===== src/rtl/u8dec_pkg.sv =====
// u8dec_pkg: beat types and byte-class constants for the lenient UTF-8 decoder.
// No dependencies; used by utf8_lenient_stream_decoder.
package u8dec_pkg;

    // Input beat: one raw byte plus end-of-string mark
    typedef struct packed {
        logic [7:0] in_byte;
        logic       string_end;
    } t_in;

    // Output beat: one code point or one fallback byte
    typedef struct packed {
        logic [20:0] code_point;
        logic [2:0]  source_length;
        logic        last_of_run;
        logic        last_of_string;
    } t_out;

    // Byte class masks and patterns
    localparam logic [7:0] CONT_MASK = 8'hC0;
    localparam logic [7:0] CONT_PAT  = 8'h80;
    localparam logic [7:0] L2_MASK   = 8'hE0;
    localparam logic [7:0] L2_PAT    = 8'hC0;
    localparam logic [7:0] L3_MASK   = 8'hF0;
    localparam logic [7:0] L3_PAT    = 8'hE0;
    localparam logic [7:0] L4_MASK   = 8'hF8;
    localparam logic [7:0] L4_PAT    = 8'hF0;

    // Payload masks for lead and continuation bytes
    localparam logic [7:0] L2_DATA   = 8'h1F;
    localparam logic [7:0] L3_DATA   = 8'h0F;
    localparam logic [7:0] L4_DATA   = 8'h07;
    localparam logic [7:0] CONT_DATA = 8'h3F;

    // Sequence lengths
    localparam logic [2:0] LEN_NONE = 3'd0;
    localparam logic [2:0] LEN_1    = 3'd1;
    localparam logic [2:0] LEN_2    = 3'd2;
    localparam logic [2:0] LEN_3    = 3'd3;
    localparam logic [2:0] LEN_4    = 3'd4;

endpackage


===== src/rtl/utf8_lenient_stream_decoder.sv =====
// utf8_lenient_stream_decoder: byte-in, code-point-out lenient UTF-8 decoder.
// Depends on u8dec_pkg (beat structs, byte-class constants).
//
//  channel | direction | valid        | stall        | payload
//  --------+-----------+--------------+--------------+----------------------
//  in      | to block  | i_in_valid   | o_in_stall   | i_in_data  (t_in)
//  out     | from block| o_out_valid  | i_out_stall  | o_out_data (t_out)
//
// One byte is decoded in the cycle it is accepted; its results (0 to 4) sit in
// a four-entry result register and leave one per cycle while output is not stalled.
// Sustained rate is one byte per cycle while each byte yields at most one result
// and the output is not stalled; a burst of fallback results holds the input back.
// Reset clears the pending-sequence state and empties the result register.
// Output stall holds the current result; input is taken again once the last
// queued result is leaving.
module utf8_lenient_stream_decoder (
    input  logic              i_clk,
    input  logic              i_rst_n,
    input  logic              i_in_valid,
    output logic              o_in_stall,
    input  u8dec_pkg::t_in    i_in_data,
    output logic              o_out_valid,
    input  logic              i_out_stall,
    output u8dec_pkg::t_out   o_out_data
);
    import u8dec_pkg::*;

    // Pending sequence state
    logic [7:0] r_lead, n_lead;
    logic [7:0] r_tail [2];
    logic [7:0] n_tail [2];
    logic [2:0] r_exp, n_exp;
    logic [1:0] r_held, n_held;

    // Result register and drain pointer
    t_out       r_buf [4];
    t_out       n_res [4];
    logic [2:0] r_cnt, r_idx;
    logic [2:0] n_k;

    logic [2:0] rem;
    logic       in_fire, out_fire;

    // Decode scratch
    logic [7:0]  b;
    logic        e;
    logic        is_cont;
    logic [2:0]  cls;
    logic        consumed, complete, flush, push_b;
    logic [1:0]  flush_h;
    logic [20:0] cp;

    // Handshake
    assign rem         = r_cnt - r_idx;
    assign o_out_valid = (rem != 3'd0);
    assign o_out_data  = r_buf[r_idx[1:0]];
    assign out_fire    = o_out_valid && !i_out_stall;
    assign o_in_stall  = !((rem == 3'd0) || ((rem == 3'd1) && !i_out_stall));
    assign in_fire     = i_in_valid && !o_in_stall;

    // Lead-byte class
    always_comb begin
        if (!b[7])                          cls = LEN_1;
        else if ((b & L2_MASK) == L2_PAT)   cls = LEN_2;
        else if ((b & L3_MASK) == L3_PAT)   cls = LEN_3;
        else if ((b & L4_MASK) == L4_PAT)   cls = LEN_4;
        else                                cls = LEN_1;
    end

    // Code point assembly for a completing sequence
    always_comb begin
        case (r_exp)
            LEN_2:   cp = {10'd0, r_lead[4:0] & L2_DATA[4:0], b[5:0] & CONT_DATA[5:0]};
            LEN_3:   cp = {5'd0, r_lead[3:0] & L3_DATA[3:0],
                           r_tail[0][5:0] & CONT_DATA[5:0], b[5:0] & CONT_DATA[5:0]};
            LEN_4:   cp = {r_lead[2:0] & L4_DATA[2:0], r_tail[0][5:0] & CONT_DATA[5:0],
                           r_tail[1][5:0] & CONT_DATA[5:0], b[5:0] & CONT_DATA[5:0]};
            default: cp = '0;
        endcase
    end

    // Next state and result list for the incoming byte
    always_comb begin
        b        = i_in_data.in_byte;
        e        = i_in_data.string_end;
        is_cont  = ((b & CONT_MASK) == CONT_PAT);
        n_lead   = r_lead;
        n_tail   = r_tail;
        n_exp    = r_exp;
        n_held   = r_held;
        consumed = 1'b0;
        complete = 1'b0;
        flush    = 1'b0;
        flush_h  = r_held;
        push_b   = 1'b0;
        for (int i = 0; i < 4; i++) begin
            n_res[i] = '0;
        end
        n_k = 3'd0;

        // Pending sequence handling
        if (r_exp != LEN_NONE) begin
            if (is_cont) begin
                consumed = 1'b1;
                if ({1'b0, r_held} + 3'd2 == r_exp) begin
                    complete = 1'b1;
                    n_exp    = LEN_NONE;
                    n_held   = 2'd0;
                end else if (r_held < 2'd2) begin
                    n_tail[r_held[0]] = b;
                    n_held = r_held + 2'd1;
                    if (e) begin
                        flush   = 1'b1;
                        flush_h = r_held + 2'd1;
                        n_exp   = LEN_NONE;
                        n_held  = 2'd0;
                    end
                end else begin
                    // held count out of range: break the sequence
                    flush  = 1'b1;
                    push_b = 1'b1;
                    n_exp  = LEN_NONE;
                    n_held = 2'd0;
                end
            end else begin
                flush  = 1'b1;
                n_exp  = LEN_NONE;
                n_held = 2'd0;
            end
        end

        // Fresh byte
        if (!consumed) begin
            if (cls == LEN_1 || e) begin
                push_b = 1'b1;
            end else begin
                n_lead = b;
                n_exp  = cls;
                n_held = 2'd0;
            end
        end

        // Fill result slots in order
        if (complete) begin
            n_res[0].code_point    = cp;
            n_res[0].source_length = r_exp;
            n_k = 3'd1;
        end
        if (flush) begin
            n_res[0].code_point    = {13'd0, r_lead};
            n_res[0].source_length = LEN_1;
            n_res[1].code_point    = {13'd0, n_tail[0]};
            n_res[1].source_length = LEN_1;
            n_res[2].code_point    = {13'd0, n_tail[1]};
            n_res[2].source_length = LEN_1;
            n_k = 3'd1 + {1'b0, flush_h};
        end
        if (push_b) begin
            n_res[n_k[1:0]].code_point    = {13'd0, b};
            n_res[n_k[1:0]].source_length = LEN_1;
            n_k = n_k + 3'd1;
        end

        // Mark the final result of this byte
        if (n_k != 3'd0) begin
            n_res[n_k[1:0] - 2'd1].last_of_run    = 1'b1;
            n_res[n_k[1:0] - 2'd1].last_of_string = e;
        end
    end

    // Control state
    always_ff @(posedge i_clk) begin
        if (!i_rst_n) begin
            r_lead <= '0;
            r_exp  <= LEN_NONE;
            r_held <= '0;
            r_cnt  <= '0;
            r_idx  <= '0;
        end else begin
            if (in_fire) begin
                r_lead <= n_lead;
                r_exp  <= n_exp;
                r_held <= n_held;
            end
            if (out_fire) begin
                r_idx <= r_idx + 3'd1;
            end
            if (in_fire && n_k != 3'd0) begin
                r_cnt <= n_k;
                r_idx <= 3'd0;
            end
        end
    end

    // Payload registers
    always_ff @(posedge i_clk) begin
        if (in_fire) begin
            r_tail <= n_tail;
            if (n_k != 3'd0) begin
                r_buf <= n_res;
            end
        end
    end

endmodule

===== config.mk =====
export PLATFORM = sky130hd
export DESIGN_NAME = utf8_lenient_stream_decoder
export DESIGN_NICKNAME = d
export VERILOG_FILES = /design/src/rtl/u8dec_pkg.sv /design/src/rtl/utf8_lenient_stream_decoder.sv
export SDC_FILE = /design/constraint.sdc
export NUM_CORES = 1
export LEC_CHECK = 0
export BUFFER_PORTS_ARGS = -buffer_cell sky130_fd_sc_hd__buf_2
export CORE_ASPECT_RATIO = 2
export CORE_MARGIN = 2
export CORE_UTILIZATION = 60
export CTS_CLUSTER_DIAMETER = 80
export DETAILED_ROUTE_END_ITERATION = 8
export PLACE_DENSITY = 0.8
export SLEW_MARGIN = 10
export SYNTH_ARGS = -nofsm -noshare
export SYNTH_HDL_FRONTEND = slang
export SYNTH_SLANG_ARGS = --single-unit

===== constraint.sdc =====
create_clock -name i_clk -period 6.3 [get_ports i_clk]
set_input_delay 1.26 -clock i_clk [delete_from_list [all_inputs] [get_ports i_clk]]
set_output_delay 1.26 -clock i_clk [all_outputs]
set_load 0.005 [all_outputs]

* Word-level counts from Yosys, hierarchy flattened *
Index checks and enable logic that the tools add are counted.

storage, ports and cells
  flip-flop bits (word level) = 139
  latch bits = 0
  RAM bits = 0
  memory bits (read-only) = 0
  input bits = 13
  output and inout port bits = 28
  word-level logic and storage cells = 143
  memories = 0

operators by class
  add/subtract/negate cells = 7
  multipliers = 0
  div/mod/pow operators = 0
  $lt $le $gt $ge = 8
  equality and inequality tests = 10
  shifts and indexed selects = 0
  multiplexer cells = 70
  bitwise gates (word level) = 7
  reduce and logical (&&, ||, !) cells = 18

operators with widths
  operator                                                              number
  104-bit bitwise mux                                                   4
  26-bit demux with 2-bit select                                        4
  104-bit 2-to-1 mux                                                    1
  26-bit 2-to-1 mux                                                     3
  16-bit 2-to-1 mux                                                     4
  21-bit case mux with 3 select lines                                   1
  26-bit binary-select mux with 2-bit select                            1
  24-bit 2-to-1 mux                                                     2
  3-bit 2-to-1 mux                                                      13
  2-bit 2-to-1 mux                                                      13
  11-bit 2-to-1 mux                                                     2
  1-bit 2-to-1 mux                                                      18
  16-bit bitwise mux                                                    1
  3-bit >= comparator, second input constant                            3
  2-bit inverter with 3-bit output                                      3
  3-bit nonzero test                                                    3
  8-bit demux with 1-bit select                                         1
  8-bit 2-to-1 mux                                                      1
  1-bit logical AND                                                     7
  3-bit by 1-bit adder with 3-bit output, second input constant         2
  3-bit by 1-bit == test with 1-bit output, second input constant       2
  3-bit by 2-bit == test with 1-bit output, second input constant       2
  3-bit == test, second input constant                                  2
  3-bit by 1-bit < comparator with 1-bit output, second input constant  2
  21 further kinds                                                      25

* Logic depth before layout (Yosys ltp) *
  depth in word-level cells = 18
  mapped depth = 15
  gate-level depth less buffers = 13

* Worst setup path before layout *
No wires, ideal clock.

  kind = input to register
  from = in i_in_data[0] (netlist bit)
  to = reg r_buf[0] (netlist bit), enable pin
  library setup time = 0.435 ns
  arrival time = 5.292 ns
  data required time = 5.865 ns
  slack = 0.573 ns
  stages = 14
  path buffers = 2
  cells stage by stage = buf_2 > inv_1 > ha_1 > nor4b_2 > o21ai_1 > and3_1 > ha_1 > inv_1 > nor3_1 > ha_1 > o311a_1 > buf_2 > xnor2_2 > o22ai_2

between the ends
  longest elaborated chain between the ends = 11
  elaborated cells between the ends (all ways) = 19

ends and longest elaborated chain
  element                                 RTL line                            source
  start: declaration                      utf8_lenient_stream_decoder.sv:21   input u8dec_pkg::t_in i_in_data,
  2-bit 2-to-1 mux                        utf8_lenient_stream_decoder.sv:112  if (e) begin
  2-bit 2-to-1 mux                        utf8_lenient_stream_decoder.sv:109  end else if (r_held < 2'd2) begin
  2-bit 2-to-1 mux                        utf8_lenient_stream_decoder.sv:105  if ({1'b0, r_held} + 3'd2 == r_exp) begin
  2-bit 2-to-1 mux                        utf8_lenient_stream_decoder.sv:103  if (is_cont) begin
  2-bit 2-to-1 mux                        utf8_lenient_stream_decoder.sv:102  if (r_exp != LEN_NONE) begin
  1-bit by 2-bit adder with 3-bit output  utf8_lenient_stream_decoder.sv:156  n_k = 3'd1 + {1'b0, flush_h};
  3-bit 2-to-1 mux                        utf8_lenient_stream_decoder.sv:149  if (flush) begin
  3-bit by 1-bit adder with 3-bit output  utf8_lenient_stream_decoder.sv:161  n_k = n_k + 3'd1;
  3-bit 2-to-1 mux (*)                    utf8_lenient_stream_decoder.sv:158  if (push_b) begin
  3-bit nonzero test (*)                  utf8_lenient_stream_decoder.sv:199  if (n_k != 3'd0) begin
  2-bit AND reduction (no line) (*)       n/a
  end signal: assignment                  utf8_lenient_stream_decoder.sv:200  r_buf <= n_res;
  end: declaration                        utf8_lenient_stream_decoder.sv:36   t_out r_buf [4];

Every way passes the cells marked *; elsewhere a longest branch is shown, timed or not.
A chain may end at the register's enable or synchronous reset.

* Worst setup path after layout *
  from = in i_in_data[0] (netlist bit)
  to = reg r_buf[80] (netlist bit), enable pin

The elaborated chain is that of the path after synthesis.

==> PnR_summary.wiki <==
{| class="wikitable"
! Metric !! Value
|-
| Status || complete, no violations
|-
| Maximum clock insertion buffer count || 2
|-
| Crit-path most repeated cell || sky130_fd_sc_hd__ha_1
|-
| Register area || 2630 µm²
|-
| Reg2reg end || r_buf[80]
|-
| Netlist cell types || 69
|-
| Number of antenna violations at the first check in global routing || 0
|-
| Normalized max-slew margin || 0.299
|-
| Post-detailed-routing wire length || 11.8 mm
|-
| Clock Latency Late Sink || 0.34 ns
|-
| Internal reg-to-reg setup slack || 1.99 ns
|-
| Layout net count || 456
|-
| Setup repair after global routing missed its margin || false
|-
| Startpoint of the lowest-slack hold path || r_lead[7]
|-
| Remaining routing DRC violations || 0
|-
| Maximum achievable frequency || 0.207 GHz
|-
| Clock tree from TritonCTS || done
|-
| Area growth from synthesis to final layout || 10.5%
|-
| Gates resized, CTS repair || 0
|-
| Placement Cell Area || 5200 µm²
|-
| Total negative slack for setup checks || 0 ns
|-
| Startpoint of the lowest-slack register-to-register path || r_held[0]
|-
| End point of the worst hold path || r_lead[7]
|-
| Number of vias in the routed layout || 3457
|-
| Clock slew at reported path FFs || 0.07 ns
|-
| Global routing usage summed across all routing layers || 0.284
|-
| Depth of the worst register-to-register path || 13
|-
| Pin slew with the least headroom to its limit || 1.05 ns
|-
| Post-synth top area cell || sky130_fd_sc_hd__edfxtp_1
|-
| Layout cells sized above 1 || 0.235
|-
| Most common cell after layout, fill and taps aside || sky130_fd_sc_hd__edfxtp_1
|-
| Capturing element type of the critical path || flip-flop
|-
| Leakage || 2.02 nW
|-
| Async set-reset flop share out of synthesis || 0
|-
| Number of global-route vias before repair || 3419
|-
| Slowest cell on crit path || sky130_fd_sc_hd__o311a_1
|-
| Inserted Clock Buffers || 9
|-
| Core Box Area || 8170 µm²
|-
| Hold Path Cell Cnt || 1
|-
| Die span in x || 68.5 µm
|-
| Buffer count from post-CTS setup fixing || 0
|-
| Final weighted congestion in routability-driven placement || 0.965
|-
| DRC violation total after the first TritonRoute iteration || 450
|-
| Final slew viol count || 0
|-
| Fin crit period || 4.82 ns
|-
| Final count of hold timing violations || 0
|-
| Setup violation total in the final timing report || 0
|-
| Layout fillers || 585
|-
| Number of synthesized register bits || 94
|-
| DRT antenna net count || 0
|-
| Ratio of final minimum period to clock period || 0.766
|-
| Initial Util || 0.611
|-
| Number of input and output port buffers inserted || 40
|-
| Synthesized instance count || 408
|-
| I/O pin count || 41
|-
| Area taken by multi-input logic gates || 2170 µm²
|-
| Die footprint || 9110 µm²
|-
| Final Instance Count excl. Fillers || 537
|-
| Wire length of the first global-routing pass || 18.3 mm
|-
| Setup crit start kind || input port
|-
| Number of warning messages in the yosys log || 0
|-
| Portion of the post-synthesis area used by sequential elements || 0.527
|-
| Placed Instances || 521
|-
| Number of iterations in the first detailed-routing pass || 5
|-
| Netlist area before placement || 4990 µm²
|-
| Commonest cells after routing, fill and taps aside || 75 x sky130_fd_sc_hd__edfxtp_1, 40 x sky130_fd_sc_hd__buf_2, 29 x sky130_fd_sc_hd__nor2_1, 29 x sky130_fd_sc_hd__and2_1, 21 x sky130_fd_sc_hd__nand2_1
|-
| Family of cells with the greatest summed delay on the critical path || simple AND/OR/NAND/NOR gates
|-
| Post-detailed-route wirelength per cell || 21.9 µm
|-
| Max IR drop VDD || 0.380 mV
|-
| Largest cells by area after synthesis || sky130_fd_sc_hd__edfxtp_1 45%, sky130_fd_sc_hd__dfxtp_1 7.6%, sky130_fd_sc_hd__mux4_2 5.0%, sky130_fd_sc_hd__and2_1 3.6%, sky130_fd_sc_hd__a22o_1 3.2%
|-
| Maximum fanout count along the critical path || 62
|-
| Post-Syn Area per Cell || 12.2 µm²
|-
| Number of buffers and inverters on the critical path || 4
|-
| Clock Tree Root || sky130_fd_sc_hd__clkbuf_16
|-
| Count of hold buffers inserted by post-cts repair || 0
|-
| Main synth FF type || sky130_fd_sc_hd__edfxtp_1
|-
| Area share of the leading cell type in the synthesized netlist || 0.451
|-
| GRT overflow || 0
|-
| Final worst setup slack || 1.48 ns
|-
| Count of flip-flops with a built-in enable after synthesis || 75
|-
| Final instance area || 5510 µm²
|-
| Worst Path Required || 6.32 ns
|-
| Max_cap viols || 0
|-
| Post-route total power || 2.18 mW
|-
| Total clock sinks || 94
|-
| Synth Net Count || 430
|-
| Crit Path Category || in2reg
|-
| P per Cell Area || 395 nW/µm²
|-
| Vert. Die Dim || 133 µm
|-
| Half-perimeter wire length after placement || 8.33 mm
|-
| Largest net degree at the start of global routing || 63
|-
| Cell chain of the critical path || buf_2 > inv_1 > ha_1 > nor4b_2 > o21ai_1 > and3_1 > ha_1 > inv_1 > nor3_1 > ha_1 > o311a_1 > xnor2_2 > o22ai_4 > buf_12
|-
| Data arrival, critical path || 4.84 ns
|-
| Row count || 47
|-
| Number of vias per cell || 6.44
|-
| CTS H-tree depth || 3
|-
| Hold/Removal Path Class || reg2reg
|-
| Worst clock skew || 0.00700 ns
|-
| N_diodes || 0
|-
| Slowest cell delay on critical path || 0.52 ns
|-
| Pre-CTS setup slack || 1.14 ns
|}
registers in the layout, indices dropped and copies added (netlist names):
name and cells:
r_lead 8, r_exp 3, r_cnt 3, r_buf 59
r_idx 3, r_held 2, r_tail 16
synth_stat cells, drive strengths merged, types with 3 or more instances:
master and instances:
nor2 30, nand3 9, nand2 22, o211ai 4, dfxtp 19, and3 9
a21oi 10, a22oi 11, nor3 4, a21boi 3, a22o 18, clkbuf 9
mux2 12, inv 13, and2 29, buf 17, mux4 11, or2 3
nand2b 9, o21ai 15, mux2i 10, edfxtp 75, o21a 4, a31oi 3
nor3b 5, nor2b 14, xor2 3, ha 8
power by group:
group,switching (mW),internal (mW)
Clock,0.238,0.326
Sequential,0.107,0.921
Combinational,0.318,0.268
Total,0.662,1.51
metal layers:
| metal | global-route usage | share of wire |
|---|---|---|
| met1 | 0.318 | 0.35 |
| met2 | 0.488 | 0.55 |
| met3 | 0.0442 | 0.039 |
| met4 | 0.158 | 0.059 |
| met5 | 0 | 0 |
per-stage QoR:
stage | util | hold slack (ns)
final | 0.674 | 0.469
after global routing | 0.674 | 0.490
after CTS | 0.674 | 0.469
after detailed placement | 0.636 | 0.453
after global placement | 0.636 | 0.450
after floorplan | - | 0.441
cells by family (layout without fill, tap and decap cells):
group	after synthesis	in the layout	synth area share
AOI/OAI and AO/OA	88	88	0.139
xor gates and xnor gates	6	6	0.0148
adders and majority gates	9	9	0.0241
buffers and inverters	39	70	0.0386
DFF	94	94	0.527
muxes	33	33	0.0975
and+or+nand+nor	139	139	0.158
layout make-up:
type,instances,share of cell area
Multi-Input combinational cell,275,0.394
Sequential cell,94,0.478
Clock buffer,10,0.0433
Clock inverter,6,0.0138
Timing Repair Buffer,41,0.0399
Inverter,13,0.00885
Tap cell,98,0.0222
worst max-delay path by stage:
| stage | startpoint | endpoint | slack, ns | cells after the start |
|---|---|---|---|---|
| after floorplan | i_in_data[0] | r_buf[0] | 0.57 | 14 |
| after global placement | i_in_data[0] | r_buf[36] | 1.30 | 14 |
| after detailed placement | i_in_data[0] | r_buf[36] | 1.14 | 14 |
| after CTS | i_in_data[0] | r_buf[10] | 1.49 | 14 |
| after global routing | i_in_data[0] | r_buf[36] | 1.20 | 14 |
| final | i_in_data[0] | r_buf[80] | 1.48 | 14 |
(Power assumes the default switching activity.)
